File: src/hw/rtl/ise_pkg.sv
// Shared types and constants for the Ising energy minimum search block.
// Holds the queue command format, opcode and state enums.
// No dependencies.
package ise_pkg;

	localparam int MAX_SPINS_DEF = 32;
	localparam int COEF_BITS_DEF = 16;
	localparam int QUEUE_DEPTH   = 2;

	localparam int CFG_W     = 6;
	localparam int KIND_W    = 2;
	localparam int IDX_IN_W  = 9;
	localparam int COEF_IN_W = 16;
	localparam int WORD_W    = 32;
	localparam int RES_W     = 32;
	localparam int CMD_COEF_W = 32;

	localparam logic [KIND_W-1:0] KIND_LOAD_FIELD = 2'd0;
	localparam logic [KIND_W-1:0] KIND_LOAD_PAIR  = 2'd1;
	localparam logic [KIND_W-1:0] KIND_EVAL       = 2'd2;
	localparam logic [KIND_W-1:0] KIND_CLEAR      = 2'd3;

	localparam logic [CFG_W-1:0] SPIN_COUNT_RST = 6'd1;

	typedef enum logic [2:0] {
		OP_NOP,
		OP_FIELD,
		OP_PAIR,
		OP_EVAL,
		OP_CLEAR
	} op_t;

	typedef enum logic [2:0] {
		ST_IDLE,
		ST_FIELD,
		ST_PAIR,
		ST_DRAIN,
		ST_FINISH
	} state_t;

	typedef struct packed {
		op_t                   op;
		logic [IDX_IN_W-1:0]   idx;
		logic [CMD_COEF_W-1:0] coef;
		logic [WORD_W-1:0]     word;
	} cmd_t;

endpackage

File: src/hw/rtl/ise_queue.sv
// Short command queue between the front end and the evaluation engine.
// Register-based ring of QUEUE_DEPTH entries.
// Depends on ise_pkg.
module ise_queue import ise_pkg::*; (
	input  logic clk,
	input  logic arst_n,
	input  logic push,
	input  cmd_t push_cmd,
	output logic full,
	input  logic pop,
	output logic not_empty,
	output cmd_t head
);

	localparam int PTR_W = (QUEUE_DEPTH > 1) ? $clog2(QUEUE_DEPTH) : 1;
	localparam int CNT_W = $clog2(QUEUE_DEPTH + 1);

	cmd_t             entry_q [QUEUE_DEPTH];
	logic [PTR_W-1:0] wr_ptr_q;
	logic [PTR_W-1:0] rd_ptr_q;
	logic [CNT_W-1:0] count_q;
	logic             do_push;
	logic             do_pop;

	assign full      = count_q == CNT_W'(QUEUE_DEPTH);
	assign not_empty = count_q != '0;
	assign head      = entry_q[rd_ptr_q];
	assign do_push   = push && !full;
	assign do_pop    = pop && not_empty;

	always_ff @(posedge clk) begin
		if (do_push) begin
			entry_q[wr_ptr_q] <= push_cmd;
		end
	end

	always_ff @(posedge clk or negedge arst_n) begin
		if (!arst_n) begin
			wr_ptr_q <= '0;
			rd_ptr_q <= '0;
			count_q  <= '0;
		end else begin
			if (do_push) begin
				wr_ptr_q <= (wr_ptr_q == PTR_W'(QUEUE_DEPTH - 1)) ? '0 : wr_ptr_q + PTR_W'(1);
			end
			if (do_pop) begin
				rd_ptr_q <= (rd_ptr_q == PTR_W'(QUEUE_DEPTH - 1)) ? '0 : rd_ptr_q + PTR_W'(1);
			end
			if (do_push && !do_pop) begin
				count_q <= count_q + CNT_W'(1);
			end else if (do_pop && !do_push) begin
				count_q <= count_q - CNT_W'(1);
			end
		end
	end

endmodule

File: config.mk
export PLATFORM = sky130hd
export DESIGN_NAME = ise_queue
export DESIGN_NICKNAME = d
export VERILOG_FILES = /design/src/hw/rtl/ise_pkg.sv /design/src/hw/rtl/ise_queue.sv
export SDC_FILE = /design/constraint.sdc
export NUM_CORES = 1
export LEC_CHECK = 0
export BUFFER_PORTS_ARGS = -buffer_cell sky130_fd_sc_hd__buf_2
export CAP_MARGIN = 20
export CORE_AREA = 2 2 124 126
export CTS_CLUSTER_SIZE = 28
export DETAILED_ROUTE_END_ITERATION = 12
export DIE_AREA = 0 0 126 128
export PLACE_DENSITY = 0.66
export SKIP_LAST_GASP = 1
export SLEW_MARGIN = 15
export SYNTH_ARGS = -nofsm -noshare
export SYNTH_HDL_FRONTEND = slang
export SYNTH_SLANG_ARGS = --single-unit
File: constraint.sdc
create_clock -name clk -period 11.2 [get_ports clk]
set_input_delay 0.56 -clock clk [delete_from_list [all_inputs] [get_ports clk]]
set_output_delay 0.56 -clock clk [all_outputs]
set_load 0.02 [all_outputs]
[Word level (Yosys, flattened, before mapping)]
Memories as Yosys holds them, arrays and structs flattened.
Cells that the tools add are included.
Storage, ports and cells
  register bits after elaboration: 4
  bits in writable memories: 152
  bits of input ports: 80
  output and inout port bits: 78
  memories kept: 1
Operators by class
  $add $sub $neg: 4
  eq/ne operators: 1
  multiplexer cells: 6
  reduce and logical (&&, ||, !) cells: 9
Memory list
  entry_q: depth 2, bits a word 76, rd ports 1, clocked after memory_dff 0, write ports 1, line ise_queue.sv:18  | cmd_t entry_q [QUEUE_DEPTH];
Operator list (number)
  1-bit logical AND: 4
  1-bit 2-to-1 mux: 4
  2-bit 2-to-1 mux: 2
  2-bit nonzero test: 2
  1-bit zero test: 3
  1-bit adder, second input constant: 2
  2-bit by 1-bit adder with 2-bit output, second input constant: 1
  2-bit equality test, second input constant: 1
  2-bit by 1-bit subtractor with 2-bit output, second input constant: 1

[Depth between registers and ports, before layout]
  depth in word-level cells: 7
  depth in mapped cells: 7
  gate-level depth less buffers: 7

[Worst setup path before layout]
Ideal clock, no wire load.
  path type: input-to-reg
  start: input push
  end: memory entry_q[0][0] in the netlist's numbering, enable pin
  arrival time: 3.820 ns
  required time: 10.689 ns
  setup slack: 6.869 ns
  stages on the path: 2
  buffers on the path: 0
  path through: nand2_1 nor2_1
On the way
  longest elaborated chain between the ends: 3
RTL lines
  start: declaration: line ise_queue.sv:7  | input logic push,
  1-bit logical AND: line ise_queue.sv:28  | assign do_push = push && !full;
  1-bit 2-to-1 mux: line ise_queue.sv:32  | if (do_push) begin
  1-bit 2-to-1 mux (not written as such): line ise_queue.sv:33  | entry_q[wr_ptr_q] <= push_cmd;
  end: declaration: line ise_queue.sv:18
No other way between the ends.

==> results by group <==
Run status
  – Outcome: finished clean

Timing
  – Slew @ Worst Pin: 0.585 ns
  – Fin crit share: 24.6%
  – FMAX: 0.363 GHz
  – Setup TNS: 0 ns
  – Hold Fails Final Rpt: 0
  – Unrepaired setup endpoints after global routing: no
  – Setup-failing EPs final: 0
  – Final min period: 2.75 ns
  – Max Transition Viols Final: 0
  – Clock Skew: 0.00672 ns
  – Slew headroom: 61.0%

Clock network
  – CTS resizes: 0
  – H-tree depth: 4
  – Max Root-Sink Buffers: 2
  – Clk sinks: 156
  – CTS Buf Count: 17
  – CTS tree: built
  – Clock latency on the worst-skew pair: 0.42 ns
  – Hold_buf cts: 1
  – Clock slew at reported path FFs: 0.06 ns
  – Number of setup buffers added after CTS: 0
  – Clock Tree Root: clkbuf_16

Logic synthesis
  – Mapped cell area: 5820 um2
  – Synth unique cells: 16
  – Seq/Total Area, Yosys: 80.2%
  – Share of the synthesized area in the top cell type: 78.5%
  – Avg Cell Area, Syn: 22.7 um2
  – Number of synthesis warnings: 0
  – Seq cells post-synth: 156
  – Area leader, netlist: edfxtp_1
  – Top cells by area, synth: edfxtp_1 (78%), mux2_2 (8.9%), mux2_4 (7.7%)
  – Mapped Cells: 256
  – Post-synth net total: 337

Drt
  – Pre-antenna DRT Iters: 4
  – Vias/cell: 4.60
  – Met3 WL: 732 um
  – Initial DRC count: 99
  – DRC Markers: 0
  – WL met1: 3.93 mm
  – Routed wl met2: 4.99 mm
  – Top Layer Used: met4
  – Vias: 2897
  – Final antenna-violating net count: 0
  – WL final: 9.80 mm
  – Per-cell routed wire length: 15.6 um

GRT
  – First-pass GRT wire length: 14.8 mm
  – Remaining Overflow, GRT: 0
  – Vias in the first global route: 2947
  – Initial antenna violation count: 0
  – Largest net degree at the start of global routing: 77
  – Total Routing Usage GR: 12.3%

Critical path
  – Critical path type: reg2out
  – Arrival @ worst endpoint: 2.19 ns
  – WP buf/inv: 3
  – Critical path launch point type: flop
  – R2R Path Start: count_q[0]$_DFFE_PN0P_
  – Cell family with most CP delay: buffers and inverters
  – CP required: 10.64 ns
  – Critical path's slowest cell: buf_4
  – Crit Path Max Fanout: 40
  – CP Cell Sequence: buf_4, buf_16, mux2_2, buf_2
  – CP startpoint: rd_ptr_q$_DFFE_PN0P_
  – Setup crit end kind: output port
  – CP max stage delay: 0.47 ns

Placement
  – Routability cong.: 0.661
  – DP Wirelength: 6.37 mm
  – Dpl cell area: 6810 um2
  – IO Port Bufs: 157

Final layout
  – Fill cells: 1280
  – Leading cell type in the layout, fill and taps excluded: buf_2
  – Final Util: 50.1%
  – Final instance area: 7440 um2
  – Commonest cells after routing, fill and taps aside: buf_2 (157), edfxtp_1 (152), mux2_2 (46)
  – Syn-to-layout area delta: 27.9%
  – Layout cells sized above 1: 61.5%
  – Register area: 4670 um2
  – # diodes: 0
  – Final Net Count: 510
  – Multi-input logic area: 1070 um2

Floorplan
  – Io pins: 158
  – Die H: 128 um
  – Initial Util: 39.1%
  – Core Rows: 45
  – Total core area: 14900 um2
  – Die area: 16100 um2
  – Die width: 126 um

Power and ir drop
  – Leakage: 2.87 nW
  – Power density over the cells: 278 nW/um2
  – VDD IR-drop max: 0.133 mV

Flow run
  – Max-cap viol count: 0

Worst hold path
  – Hold WC Path Type: in2reg
  – Worst hold start: push_cmd[65]
## per-layer routing
layer / track usage [%] / vias up
met4: 4.85 / 0
met3: 5.55 / 16
met5: 0 / -
met1: 13.5 / 1419
li1: - / 1359
met2: 21.2 / 103
## flip-flops by register name, summed over array words and instances, names as in the netlist
signal,flops
wr_ptr_q,1
rd_ptr_q,1
count_q,2
entry_q,152
## cell type report
type	count	share of cell area (%)
Sequential cell	156	62.7
Multi-Input combinational cell	89	14.4
Timing Repair Buffer	163	11.9
Clock buffer	17	5.72
Tap cell	188	3.16
Clock inverter	15	2.02
Inverter	2	0.101
## worst paths after layout
path,cells past startpoint,slack [ns],endpoint
max in group asynchronous,2,10.58,rd_ptr_q$_DFFE_PN0P_
worst min-delay path,1,0.33,entry_q[0][65]$_DFFE_PP_
worst max-delay path,4,8.45,head[62]
worst max register to register,5,9.03,entry_q[0][15]$_DFFE_PP_
worst min register to register,1,0.50,count_q[1]$_DFFE_PN0P_
min in group asynchronous,2,0.48,rd_ptr_q$_DFFE_PN0P_
## synth_stat cells
| master | n |
|---|---|
| nand2b_1 | 1 |
| buf_8 | 3 |
| mux2_4 | 30 |
| inv_1 | 2 |
| xnor2_1 | 3 |
| or2_2 | 1 |
| dfrtp_1 | 4 |
| buf_6 | 2 |
| nand2_1 | 2 |
| and3_1 | 1 |
| xor2_1 | 2 |
| nor2_1 | 2 |
| mux2_2 | 46 |
| edfxtp_1 | 152 |
| ha_1 | 1 |
| buf_2 | 4 |
## metrics by stage
step                      hold slack, ns  power (W)  std cells  worst slack, ns
after global placement             0.368    0.00152        594             8.50
after detailed placement           0.372    0.00154        595             8.47
after floorplan                    0.264    0.00135        256             6.87
after CTS                          0.302    0.00209        628             8.38
after global routing               0.303    0.00217        630             8.32
final                              0.328    0.00207        630             8.45
## logic make-up after synthesis
group                    synth area share, %
XOR/XNOR                               0.753
buffers and inverters                   1.63
multiplexers                            16.6
flip-flops                              80.2
adder cells (fa/ha/maj)                0.215
AND/OR/NAND/NOR                        0.581
## power breakdown
part	internal [W]	switching (W)	leakage (nW)
Clock	0.000326	0.000219	0.266
Sequential	0.000799	0.0000308	1.46
Combinational	0.000292	0.000401	1.15
Note: power is estimated with default switching activity, not from simulation.
